File: src/hdl/sha256_byte_stream_hasher_macros.svh
// Assertion helpers shared by the hasher modules.
`ifndef SHA256_BYTE_STREAM_HASHER_MACROS_SVH
`define SHA256_BYTE_STREAM_HASHER_MACROS_SVH
// Implication checked on every rising clock edge outside reset.
`define SHA_ASSERT_IMP(label, ante, cons) \
   label: assert property (@(posedge clock) disable iff (reset) (ante) |-> (cons)) \
      else $error("assertion failed");
// Next-cycle implication checked on every rising clock edge outside reset.
`define SHA_ASSERT_NEXT(label, ante, cons) \
   label: assert property (@(posedge clock) disable iff (reset) (ante) |=> (cons)) \
      else $error("assertion failed");
`endif

File: src/hdl/sha_pkg.sv
`timescale 1ns / 1ps
package sha_pkg;
   typedef struct packed {
      logic [7:0] data_byte;
      logic       byte_valid;
      logic       end_of_message;
   } req_type;

   typedef struct packed {
      logic [31:0] digest_word;
      logic [2:0]  word_index;
      logic        last_word;
   } rsp_type;

   localparam int QueueDepth = 4;

   typedef logic [31:0] word_type;
   typedef word_type [7:0] hash_type;

   localparam hash_type InitHash = '{
      32'h5be0cd19, 32'h1f83d9ab, 32'h9b05688c, 32'h510e527f,
      32'ha54ff53a, 32'h3c6ef372, 32'hbb67ae85, 32'h6a09e667};

   localparam logic [7:0] PadByte = 8'h80;
   localparam logic [5:0] LengthOffset = 6'd56;

   function automatic logic [31:0] round_const(input logic [5:0] idx);
      logic [31:0] k;
      begin
         unique case (idx)
            6'd0: k = 32'h428a2f98; 6'd1: k = 32'h71374491; 6'd2: k = 32'hb5c0fbcf;
            6'd3: k = 32'he9b5dba5; 6'd4: k = 32'h3956c25b; 6'd5: k = 32'h59f111f1;
            6'd6: k = 32'h923f82a4; 6'd7: k = 32'hab1c5ed5; 6'd8: k = 32'hd807aa98;
            6'd9: k = 32'h12835b01; 6'd10: k = 32'h243185be; 6'd11: k = 32'h550c7dc3;
            6'd12: k = 32'h72be5d74; 6'd13: k = 32'h80deb1fe; 6'd14: k = 32'h9bdc06a7;
            6'd15: k = 32'hc19bf174; 6'd16: k = 32'he49b69c1; 6'd17: k = 32'hefbe4786;
            6'd18: k = 32'h0fc19dc6; 6'd19: k = 32'h240ca1cc; 6'd20: k = 32'h2de92c6f;
            6'd21: k = 32'h4a7484aa; 6'd22: k = 32'h5cb0a9dc; 6'd23: k = 32'h76f988da;
            6'd24: k = 32'h983e5152; 6'd25: k = 32'ha831c66d; 6'd26: k = 32'hb00327c8;
            6'd27: k = 32'hbf597fc7; 6'd28: k = 32'hc6e00bf3; 6'd29: k = 32'hd5a79147;
            6'd30: k = 32'h06ca6351; 6'd31: k = 32'h14292967; 6'd32: k = 32'h27b70a85;
            6'd33: k = 32'h2e1b2138; 6'd34: k = 32'h4d2c6dfc; 6'd35: k = 32'h53380d13;
            6'd36: k = 32'h650a7354; 6'd37: k = 32'h766a0abb; 6'd38: k = 32'h81c2c92e;
            6'd39: k = 32'h92722c85; 6'd40: k = 32'ha2bfe8a1; 6'd41: k = 32'ha81a664b;
            6'd42: k = 32'hc24b8b70; 6'd43: k = 32'hc76c51a3; 6'd44: k = 32'hd192e819;
            6'd45: k = 32'hd6990624; 6'd46: k = 32'hf40e3585; 6'd47: k = 32'h106aa070;
            6'd48: k = 32'h19a4c116; 6'd49: k = 32'h1e376c08; 6'd50: k = 32'h2748774c;
            6'd51: k = 32'h34b0bcb5; 6'd52: k = 32'h391c0cb3; 6'd53: k = 32'h4ed8aa4a;
            6'd54: k = 32'h5b9cca4f; 6'd55: k = 32'h682e6ff3; 6'd56: k = 32'h748f82ee;
            6'd57: k = 32'h78a5636f; 6'd58: k = 32'h84c87814; 6'd59: k = 32'h8cc70208;
            6'd60: k = 32'h90befffa; 6'd61: k = 32'ha4506ceb; 6'd62: k = 32'hbef9a3f7;
            default: k = 32'hc67178f2;
         endcase
         return k;
      end
   endfunction
endpackage

File: src/hdl/sha_queue.sv
`timescale 1ns / 1ps
module sha_queue (
   input  logic             clock,
   input  logic             reset,
   input  sha_pkg::req_type push_item,
   input  logic             push,
   output logic             full,
   output sha_pkg::req_type pop_item,
   output logic             empty,
   input  logic             pop
);
   import sha_pkg::*;
   `include "sha256_byte_stream_hasher_macros.svh"

   localparam int PtrW = $clog2(QueueDepth);

   req_type           slot_ff [QueueDepth];
   logic [PtrW-1:0]   wr_ptr_ff, rd_ptr_ff;
   logic [PtrW:0]     count_ff;

   assign full     = (count_ff == (PtrW+1)'(QueueDepth));
   assign empty    = (count_ff == '0);
   assign pop_item = slot_ff[rd_ptr_ff];

   always_ff @(posedge clock) begin
      if (push && !full) begin
         slot_ff[wr_ptr_ff] <= push_item;
      end
      if (reset) begin
         wr_ptr_ff <= '0;
         rd_ptr_ff <= '0;
         count_ff  <= '0;
      end else begin
         if (push && !full) wr_ptr_ff <= wr_ptr_ff + PtrW'(1);
         if (pop && !empty) rd_ptr_ff <= rd_ptr_ff + PtrW'(1);
         count_ff <= count_ff + (PtrW+1)'(push && !full) - (PtrW+1)'(pop && !empty);
      end
   end

   `SHA_ASSERT_IMP(a_count_range, 1'b1, count_ff <= (PtrW+1)'(QueueDepth))
   `SHA_ASSERT_NEXT(a_push_fills, push && !full && !pop, !empty)
   `SHA_ASSERT_NEXT(a_pop_drain, pop && !push && count_ff == 1, empty)
endmodule

File: src/hdl/sha_core.sv
`timescale 1ns / 1ps
module sha_core (
   input  logic             clock,
   input  logic             reset,
   input  sha_pkg::req_type item,
   input  logic             item_ready,
   output logic             item_take,
   output sha_pkg::rsp_type rsp_data,
   output logic             rsp_valid,
   input  logic             rsp_stall
);
   import sha_pkg::*;
   `include "sha256_byte_stream_hasher_macros.svh"

   typedef enum logic [2:0] {
      S_IDLE, S_PAD, S_ROUND, S_ADD, S_EMIT
   } state_type;

   state_type    state_ff;
   // Block bytes shift in at the bottom, so the oldest byte ends up in the top byte.
   // During the rounds the same register is the sixteen-word message schedule window.
   logic [511:0] blk_ff;
   logic [5:0]   fill_ff;
   logic [60:0]  count_ff;
   hash_type     chain_ff;
   hash_type     v_ff;
   logic [5:0]   round_ff;
   logic         finish_ff;   // padding starts once the current block is compressed
   logic         mark_ff;     // the 0x80 marker has been placed
   logic         tail_ff;     // the block being padded carries the length
   logic [2:0]   emit_ff;
   logic [63:0]  bits_ff;

   word_type   a, e, t1, t2, wn, s0, s1, w0, w1, w9, w14;
   logic [7:0] pad_byte;

   always_comb begin
      priority if (!mark_ff)
         pad_byte = PadByte;
      else if (tail_ff && fill_ff >= LengthOffset)
         pad_byte = bits_ff[63:56];
      else
         pad_byte = 8'h00;
   end

   always_comb begin
      w0  = blk_ff[511:480];
      w1  = blk_ff[479:448];
      w9  = blk_ff[223:192];
      w14 = blk_ff[63:32];
      a   = v_ff[0];
      e   = v_ff[4];
      t1 = v_ff[7] + ({e[5:0], e[31:6]} ^ {e[10:0], e[31:11]} ^ {e[24:0], e[31:25]})
         + ((e & v_ff[5]) ^ (~e & v_ff[6])) + round_const(round_ff) + w0;
      t2 = ({a[1:0], a[31:2]} ^ {a[12:0], a[31:13]} ^ {a[21:0], a[31:22]})
         + ((a & v_ff[1]) ^ (a & v_ff[2]) ^ (v_ff[1] & v_ff[2]));
      s0 = {w1[6:0], w1[31:7]} ^ {w1[17:0], w1[31:18]} ^ (w1 >> 3);
      s1 = {w14[16:0], w14[31:17]} ^ {w14[18:0], w14[31:19]} ^ (w14 >> 10);
      wn = w0 + s0 + w9 + s1;
   end

   assign item_take = (state_ff == S_IDLE) && item_ready;
   assign rsp_valid = (state_ff == S_EMIT);
   assign rsp_data  = '{digest_word: chain_ff[emit_ff], word_index: emit_ff,
                        last_word: (emit_ff == 3'd7)};

   always_ff @(posedge clock) begin
      if (reset) begin
         state_ff  <= S_IDLE;
         fill_ff   <= '0;
         count_ff  <= '0;
         chain_ff  <= InitHash;
         emit_ff   <= '0;
         finish_ff <= 1'b0;
         mark_ff   <= 1'b0;
         tail_ff   <= 1'b0;
      end else begin
         unique case (state_ff)
            S_IDLE: begin
               if (item_ready) begin
                  if (item.byte_valid) begin
                     blk_ff <= {blk_ff[503:0], item.data_byte};
                     fill_ff <= fill_ff + 6'd1;
                     count_ff <= count_ff + 61'd1;
                  end
                  finish_ff <= item.end_of_message;
                  if (item.byte_valid && fill_ff == 6'd63) begin
                     v_ff <= chain_ff;
                     round_ff <= '0;
                     state_ff <= S_ROUND;
                  end else if (item.end_of_message) begin
                     state_ff <= S_PAD;
                  end
               end
            end
            S_PAD: begin
               // One padding byte per cycle: the marker, zeros, then the length tail.
               blk_ff <= {blk_ff[503:0], pad_byte};
               fill_ff <= fill_ff + 6'd1;
               if (!mark_ff) begin
                  mark_ff <= 1'b1;
                  tail_ff <= (fill_ff < LengthOffset);
                  bits_ff <= {count_ff, 3'b000};
               end else if (tail_ff && fill_ff >= LengthOffset) begin
                  bits_ff <= {bits_ff[55:0], 8'h00};
               end
               if (fill_ff == 6'd63) begin
                  v_ff <= chain_ff;
                  round_ff <= '0;
                  state_ff <= S_ROUND;
               end
            end
            S_ROUND: begin
               v_ff <= {v_ff[6:4], v_ff[3] + t1, v_ff[2:0], t1 + t2};
               blk_ff <= {blk_ff[479:0], wn};
               round_ff <= round_ff + 6'd1;
               if (round_ff == 6'd63) state_ff <= S_ADD;
            end
            S_ADD: begin
               for (int i = 0; i < 8; i++) chain_ff[i] <= chain_ff[i] + v_ff[i];
               if (mark_ff) begin
                  if (tail_ff) begin
                     emit_ff <= '0;
                     state_ff <= S_EMIT;
                  end else begin
                     // The length did not fit after the marker, so a block of zeros and length follows.
                     tail_ff <= 1'b1;
                     state_ff <= S_PAD;
                  end
               end else if (finish_ff) begin
                  state_ff <= S_PAD;
               end else begin
                  state_ff <= S_IDLE;
               end
            end
            S_EMIT: begin
               if (!rsp_stall) begin
                  emit_ff <= emit_ff + 3'd1;
                  if (emit_ff == 3'd7) begin
                     chain_ff  <= InitHash;
                     count_ff  <= '0;
                     finish_ff <= 1'b0;
                     mark_ff   <= 1'b0;
                     tail_ff   <= 1'b0;
                     state_ff  <= S_IDLE;
                  end
               end
            end
            default: state_ff <= S_IDLE;
         endcase
      end
   end

   `SHA_ASSERT_IMP(a_emit_no_take, state_ff == S_EMIT, !item_take)
   `SHA_ASSERT_NEXT(a_emit_hold, rsp_valid && rsp_stall, rsp_valid && $stable(emit_ff))
   `SHA_ASSERT_NEXT(a_round_step, state_ff == S_ROUND && round_ff != 6'd63,
                    state_ff == S_ROUND)
endmodule

File: src/hdl/sha256_byte_stream_hasher.sv
`timescale 1ns / 1ps
// SHA-256 over a byte stream.
// Request channel (req_valid/req_stall/req_data): one item carries an optional
// message byte and an end-of-message flag. An item with end set, with or
// without a byte, closes the message.
// Response channel (rsp_valid/rsp_stall/rsp_data): eight items per message,
// digest words 0 to 7, the last one flagged.
// A four-entry input queue decouples the request side from the compression engine,
// so a few items are taken while a block is being compressed.
// Throughput: one byte item per cycle between blocks while the queue holds items; the
// item that completes a block holds the engine through the rounds and the chaining add.
// An end item shifts its padding in one byte per cycle, and each padded block is then
// compressed (rounds, then the chaining add) before the first digest word appears; the
// words then follow one per cycle while the receiver does not stall.
// A stalled response holds its word until taken; nothing further is emitted.
// Synchronous reset restores the initial hash values and empties the queue.
module sha256_byte_stream_hasher (
   input  logic             clock,
   input  logic             reset,
   input  logic             req_valid,
   output logic             req_stall,
   input  sha_pkg::req_type req_data,
   output logic             rsp_valid,
   input  logic             rsp_stall,
   output sha_pkg::rsp_type rsp_data
);
   import sha_pkg::*;

   req_type q_item;
   logic    q_full, q_empty, q_pop;

   assign req_stall = q_full;

   sha_queue u_queue (
      .clock(clock), .reset(reset),
      .push_item(req_data), .push(req_valid), .full(q_full),
      .pop_item(q_item), .empty(q_empty), .pop(q_pop)
   );

   sha_core u_core (
      .clock(clock), .reset(reset),
      .item(q_item), .item_ready(!q_empty), .item_take(q_pop),
      .rsp_data(rsp_data), .rsp_valid(rsp_valid), .rsp_stall(rsp_stall)
   );
endmodule
File: config.mk
export PLATFORM = sky130hd
export DESIGN_NAME = sha256_byte_stream_hasher
export DESIGN_NICKNAME = d
export VERILOG_FILES = /design/src/hdl/sha_pkg.sv /design/src/hdl/sha_queue.sv /design/src/hdl/sha_core.sv /design/src/hdl/sha256_byte_stream_hasher.sv
export VERILOG_INCLUDE_DIRS = /design/src /design/src/hdl
export SDC_FILE = /design/constraint.sdc
export NUM_CORES = 2
export LEC_CHECK = 0
export BUFFER_PORTS_ARGS = -buffer_cell sky130_fd_sc_hd__buf_2
export CORE_ASPECT_RATIO = 1.5
export CORE_MARGIN = 1
export CORE_UTILIZATION = 26
export DETAILED_ROUTE_END_ITERATION = 7
export GPL_ROUTABILITY_DRIVEN = 0
export PLACE_DENSITY = 0.47
export SLEW_MARGIN = 10
export SYNTH_ARGS = -nofsm -noshare
export SYNTH_HDL_FRONTEND = slang
export SYNTH_HIERARCHICAL = 1
export SYNTH_SLANG_ARGS = --single-unit
File: constraint.sdc
create_clock -name clock -period 15.6 [get_ports clock]
set_input_delay 0.78 -clock clock [delete_from_list [all_inputs] [get_ports clock]]
set_output_delay 0.78 -clock clock [all_outputs]
set_load 0.02 [all_outputs]
**After elaboration in Yosys (flattened, before gate mapping)**

Memory sizes are Yosys's and may differ from the RTL's. A register that Yosys moved wholly into a read port is not among the register bits.
Cells that the tools add are included.

- Bits in registers: 1174
- Bits in latches: 0
- Memory bits (writable): 40
- ROM bits: 2048
- Bits of input ports: 14
- Output and inout bits: 38
- Logic and storage cells: 180
- Memories kept: 2

Memory list:

| memory | depth | bits a word | read ports | clocked after Yosys merged registers in | write ports | RTL line | RTL |
|---|---|---|---|---|---|---|---|
| (no name shown) | 64 | 32 | 1 | 1 | 0 | sha_pkg.sv:30 | `unique case (idx)` |
| u_queue.slot_ff | 4 | 10 | 1 | 1 | 1 | sha_queue.sv:17 | `req_type slot_ff [QueueDepth];` |

- $add $sub $neg: 26
- Multipliers: 0
- Divide/modulo/power cells: 0
- Magnitude comparators: 3
- Equality and inequality tests: 20
- Shift operators: 0
- Multiplexer cells: 56
- Bitwise logic cells: 18
- Reductions and logical operators: 26

Operators by type and width:

| operator | count |
|---|---|
| case mux 512 bit (3 select lines) | 1 |
| 2-to-1 mux 256 bit | 5 |
| 2-to-1 mux 512 bit | 2 |
| case mux 256 bit (3 select lines) | 1 |
| adder 32 bit | 18 |
| case mux 256 bit (2 select lines) | 1 |
| bitwise XOR 32 bit | 9 |
| 2-to-1 mux 61 bit | 4 |
| AND 32 bit | 5 |
| 2-to-1 mux 64 bit | 2 |
| case mux 61 bit (2 select lines) | 1 |
| binary-select mux 32 bit (select 3 bit) | 1 |
| adder 61 x 1 -> 61 bit (second input constant) | 1 |
| 2-to-1 mux 3 bit | 12 |
| 2-to-1 mux 6 bit | 6 |
| 2-to-1 mux 32 bit | 1 |
| NOT 32 bit | 1 |
| bitwise XOR 32 x 22 -> 32 bit | 1 |
| bitwise XOR 32 x 29 -> 32 bit | 1 |
| case mux 6 bit (3 select lines) | 1 |
| 2-to-1 mux 8 bit | 2 |
| case mux 3 bit (5 select lines) | 1 |
| AND reduction 5 bit | 3 |
| adder 6 x 1 -> 6 bit (second input constant) | 2 |
| 29 further kinds | 67 |

**Longest topological paths before layout**

- Word-level depth: 8
- Gate-level depth with buffers: 33
- Mapped depth without buffers: 32

**By module**

Netlist, hierarchy kept.

By module, submodules not included:

| module | times used | cells an instance | area an instance (µm²) | sequential area each (µm²) |
|---|---|---|---|---|
| sha_core | 1 | 8443 | 77297.9 | 32361.0 |
| sha_queue | 1 | 103 | 1919.3 | 1381.3 |
| sha256_byte_stream_hasher | 1 | 1 | 3.8 | 0.0 |

**Least setup slack after synthesis**

OpenSTA, ideal clock, no wires.

- Path type: input port to flip-flop
- Start: input reset
- End: register u_core.blk_ff[0], enable pin
- Setup time: 0.925 ns
- Arrival time: 12.693 ns
- Required time: 14.675 ns
- Path slack: 1.982 ns
- Cell stages on the path: 3
- Buffers on the path: 1
- Cell sequence: clkbuf_1 > a2111oi_0 > o21a_1

- Longest elaborated chain between the ends: 2

RTL lines:

| element | RTL line | RTL |
|---|---|---|
| start: declaration | sha256_byte_stream_hasher.sv:19 | `input logic reset,` |
| NOT 1 bit (no source line) | - |  |
| AND reduction 4 bit (no source line) | - |  |
| end signal: assignment | sha_core.sv:82 | `blk_ff <= {blk_ff[503:0], item.data_byte};` |
| end signal: assignment | sha_core.sv:98 | `blk_ff <= {blk_ff[503:0], pad_byte};` |
| end signal: assignment | sha_core.sv:115 | `blk_ff <= {blk_ff[479:0], wn};` |
| end: declaration | sha_core.sv:22 | `logic [511:0] blk_ff;` |

No other way between the ends.
A chain may end at the register's enable or synchronous reset.

**Worst setup path in the final report**

- Start: register u_core.v_ff (netlist bit u_core/e[7])
- End: register u_core.v_ff (netlist bit u_core/a[28]), data pin

- Longest elaborated chain between the ends: 8
- Elaborated cells between the ends (all ways): 12
- Classes of those cells: add/sub: 5; mux: 1; bitwise: 6

RTL lines:

| element | RTL line | RTL |
|---|---|---|
| start: declaration | sha_core.sv:26 | `hash_type v_ff;` |
| start signal: assignment | sha_core.sv:88 | `v_ff <= chain_ff;` |
| start signal: assignment | sha_core.sv:108 | `v_ff <= chain_ff;` |
| start signal: assignment | sha_core.sv:114 | `v_ff <= {v_ff[6:4], v_ff[3] + t1, v_ff[2:0], t1 + t2};` |
| bitwise XOR 32 bit / NOT 32 bit (equally long branches) | sha_core.sv:53, sha_core.sv:54 |  |
| bitwise XOR 32 bit / AND 32 bit (equally long branches) | sha_core.sv:53, sha_core.sv:54 |  |
| adder 32 bit / bitwise XOR 32 bit (equally long branches) | sha_core.sv:53, sha_core.sv:54 |  |
| adder 32 bit (*) (3 in series) | sha_core.sv:54 | `+ ((e & v_ff[5]) ^ (~e & v_ff[6])) + round_const(round_ff) + w0;` |
| adder 32 bit (*) | sha_core.sv:114 |  |
| case mux 256 bit (3 select lines) (*) | sha_core.sv:78 | `unique case (state_ff)` |

Every way passes the cells marked *; elsewhere a longest branch is shown, timed or not.

==> qor.csv <==
stage;metric;value;unit
status;run_status;complete, no violations;
pwr;vdd_ir_drop_max;0.2695;mV
logic_synthesis;synth.top_cell.area_share;33.17;%
routing;drt-initial-drc-count;4717;
global_route;antenna_found_initial;11;
timing;min_period;8.392;ns
routing;ant_nets;0;
layout;fin_nets;8977;
die;die_area;0.3070;mm2
pwr;p_int;9.248;mW
clocking;cts_sinks;1248;
global_route;grt_use_total;18.20;%
clocking;cts_hold_buf;0;
worst_setup_path;crit_fanout;6;
clocking;htreeDepth;4;
job;cap_violations;0;
logic_synthesis;synthDistinctLibCells;94;
worst_setup_path;critPathLaunchType;flop;
logic_synthesis;netlist_instances;8547;
logic_synthesis;syn-num-nets;9157;
worst_setup_path;path_buf_inv;1;
logic_synthesis;synth_area_leader_cell;edfxtp_1;
layout;area_growth;11.86;%
clocking;tritoncts;built;
timing;fin_tns_setup;0;ns
logic_synthesis;syn_area;0.07922;mm2
logic_synthesis;yosysWarnings;6;
worst_setup_path;crit_family;compound AO/OA/AOI/OAI gates;
global_route;grt_pass1_vias;63240;
routing;vias_per_cell;5.005;
clocking;clk_pin_slew;0.06;ns
pwr;p_per_area;178.6;mW/mm2
timing;relSlewSlack;10.81;%
timing;max_freq;119.2;MHz
pwr;p_leak;35.29;nW
timing;skew;0.05457;ns
global_route;grt-ovfl-total;0;
placement;portBuffers;51;
worst_setup_path;r2r-start;u_core/e[7]$_DFFE_PP_;
pwr;combPwrFrac;48.4;%
timing;setup_violations;0;
worst_setup_path;required;16.15;ns
clocking;cts_root_buf;clkbuf_16;
logic_synthesis;synth_seq_area_share;42.59;%
logic_synthesis;ys_ff_latch;1248;
die;num_rows;247;
placement;place_area;0.08350;mm2
logic_synthesis;synth-edff-count;875;
timing;worstMarginPinSlew;1.326;ns
worst_setup_path;startpoint;u_core/e[7]$_DFFE_PP_;
routing;drc;0;
min_path;hp-class;primary input to flop;
pwr;total_power;15.83;mW
die;ios;52;
clocking;cts_made_buffers;153;
timing;period_share;53.80;%
clocking;cts_max_path_buffers;4;
placement;hpwlAfterDp;212300;um
timing;final.setup.worst_slack;7.208;ns
pwr;switching_share;41.57;%
logic_synthesis;synth_area_leaders;edfxtp_1 (33%), nand2_1 (11%), dfxtp_1 (9.4%);
timing;hold_slack;0.1676;ns
die;die-height;678.1;um
die;die_x;452.7;um
worst_setup_path;max_stage_delay;0.77;ns
timing;rsz0062_at_grt;no;
clocking;post_cts_resized;0;
die;core_area;0.3022;mm2
worst_setup_path;critPathCaptureType;flop;
clocking;cts_setup_buffers;0;
routing;vias;62430;
logic_synthesis;ys.flop_type;edfxtp_1;
worst_setup_path;cp_slowest_cell;o41ai_1;
worst_setup_path;crit_top_cell;fa_1;
logic_synthesis;async_flop_share;0;%
timing;hold_viol;0;
layout;drive_gt1_share;7.354;%
logic_synthesis;synth.avg_cell_area;9.269;um2
pwr;p_clk_share;23.4;%
global_route;grt_max_degree;244;
global_route;grt_pass1_wl;419100;um
worst_setup_path;worstPathArrival;8.94;ns
layout;fin_area;0.08862;mm2
routing;drt_wl_total;285700;um
placement;place_ws;7.286;ns
timing;drv_slew;0;
routing;drt_first_pass_iters;6;
min_path;hold_path.startpoint;req_data[1];
die;initial_utilization;26.21;%
pwr;seqPwrFrac;28.2;%
pwr;p_switching;6.578;mW
routing;wl_per_cell;22.90;um
worst_setup_path;path_class;flop to flop;
clocking;insertion_delay;0.85;ns
==> power by group through the flow <==
stage / clock network (mW) / logic [mW] / registers (mW)
floorplan: 0 / 5.39 / 4.60
global placement: 0 / 7.48 / 4.53
detailed placement: 0 / 7.59 / 4.53
CTS: 3.81 / 7.65 / 4.47
global route: 3.92 / 8.38 / 4.51
finish: 3.71 / 7.66 / 4.46
==> registers in the layout, summed over array words and instances (netlist names), 3 cells and up, named ones only <==
signal,count
u_core/round_ff,6
u_core/blk_ff,512
u_core/bits_ff,61
u_core/state_ff,3
u_core/a,32
u_core/count_ff,61
u_core/v_ff,192
u_core/fill_ff,6
u_core/e,32
u_core/emit_ff,3
u_queue/count_ff,3
u_core/chain_ff,256
u_queue/slot_ff,40
==> logic make-up (layout without fill, tap and decap cells) <==
kind of cell               Yosys count  count (layout)  synth area share [%]
and+or+nand+nor                   3255            3255                 17.20
AOI/OAI and AO/OA                 1687            1687                 13.38
DFF                               1248            1248                 42.59
buffers and inverters              903             841                 4.307
adders and majority gates          626             626                 11.65
xor gates and xnor gates           615             615                 6.826
muxes                              213             213                 4.050
other                                0               5                     0
==> path summary, 6_finish.rpt <==
path | slack (ns) | endpoint | cells after the start
min reg2reg | 0.49 | u_core/count_ff[57]$_SDFFE_PP0P_ | 2
max | 7.21 | u_core/a[28]$_DFFE_PP_ | 28
max reg2reg | 7.21 | u_core/a[28]$_DFFE_PP_ | 28
min | 0.17 | u_queue/slot_ff[2][1]$_DFFE_PP_ | 1
==> Yosys cell counts, drive strengths merged (44+ instances only) <==
cell and number:
nand2 2245, edfxtp 875, o21ai 477, inv 436, clkbuf 421, a21oi 410, nor2 408, ha 400
dfxtp 373, xnor2 371, xor2 243, fa 196, a21o 165, nand2b 147, mux2 117, nand3 102
o22ai 97, mux4 74, nor3 73, o21a 66, a22oi 60, nor2b 60, o21bai 55, a31oi 49
buf 45, or3 45, and3 44
==> worst register-to-register path: cells and delay by family (launching register included) <==
kind	cells	cell delay, ns
compound gates	13	3.41
fa+ha+maj	6	2.54
xor+xnor	4	1.03
flops	1	0.55
simple gates	4	0.54
buf+inv	1	0.05
==> cells in the final DEF (no fill, tap or decap), types with 196 or more instances in the layout <==
cell	netlist	routed
nor2_1	403	401
dfxtp_1	373	369
xor2_1	243	243
ha_1	400	400
a21oi_1	410	409
inv_1	435	434
nand2_1	2244	2242
fa_1	196	196
edfxtp_1	875	875
o21ai_0	461	461
xnor2_1	370	370
==> per-stage QoR <==
stage,std cells,utilization [%]
global route,12470,29.32
finish,12470,29.32
global placement,12200,27.63
CTS,12470,29.31
floorplan,8547,-
detailed placement,12200,27.63
==> cell type report <==
cell class	count	area [um2]
fill	31830	213600
multi-input combinational	6396	42210
sequential	1248	33750
tap	3984	4985
clock buffer	199	4259
inverter	437	1648
timing repair buffer	131	912.1
clock inverter	74	840.8
antenna	5	12.51
==> metal layers <==
| metal | part of all wire (%) | global-route usage, % |
|---|---|---|
| met1 | 37 | 19.53 |
| met5 | 0.0046 | 0 |
| met4 | 8.3 | 13.03 |
| met2 | 51 | 32.82 |
| met3 | 4.2 | 2.144 |
No activity file was read; power rests on OpenSTA's default activity.
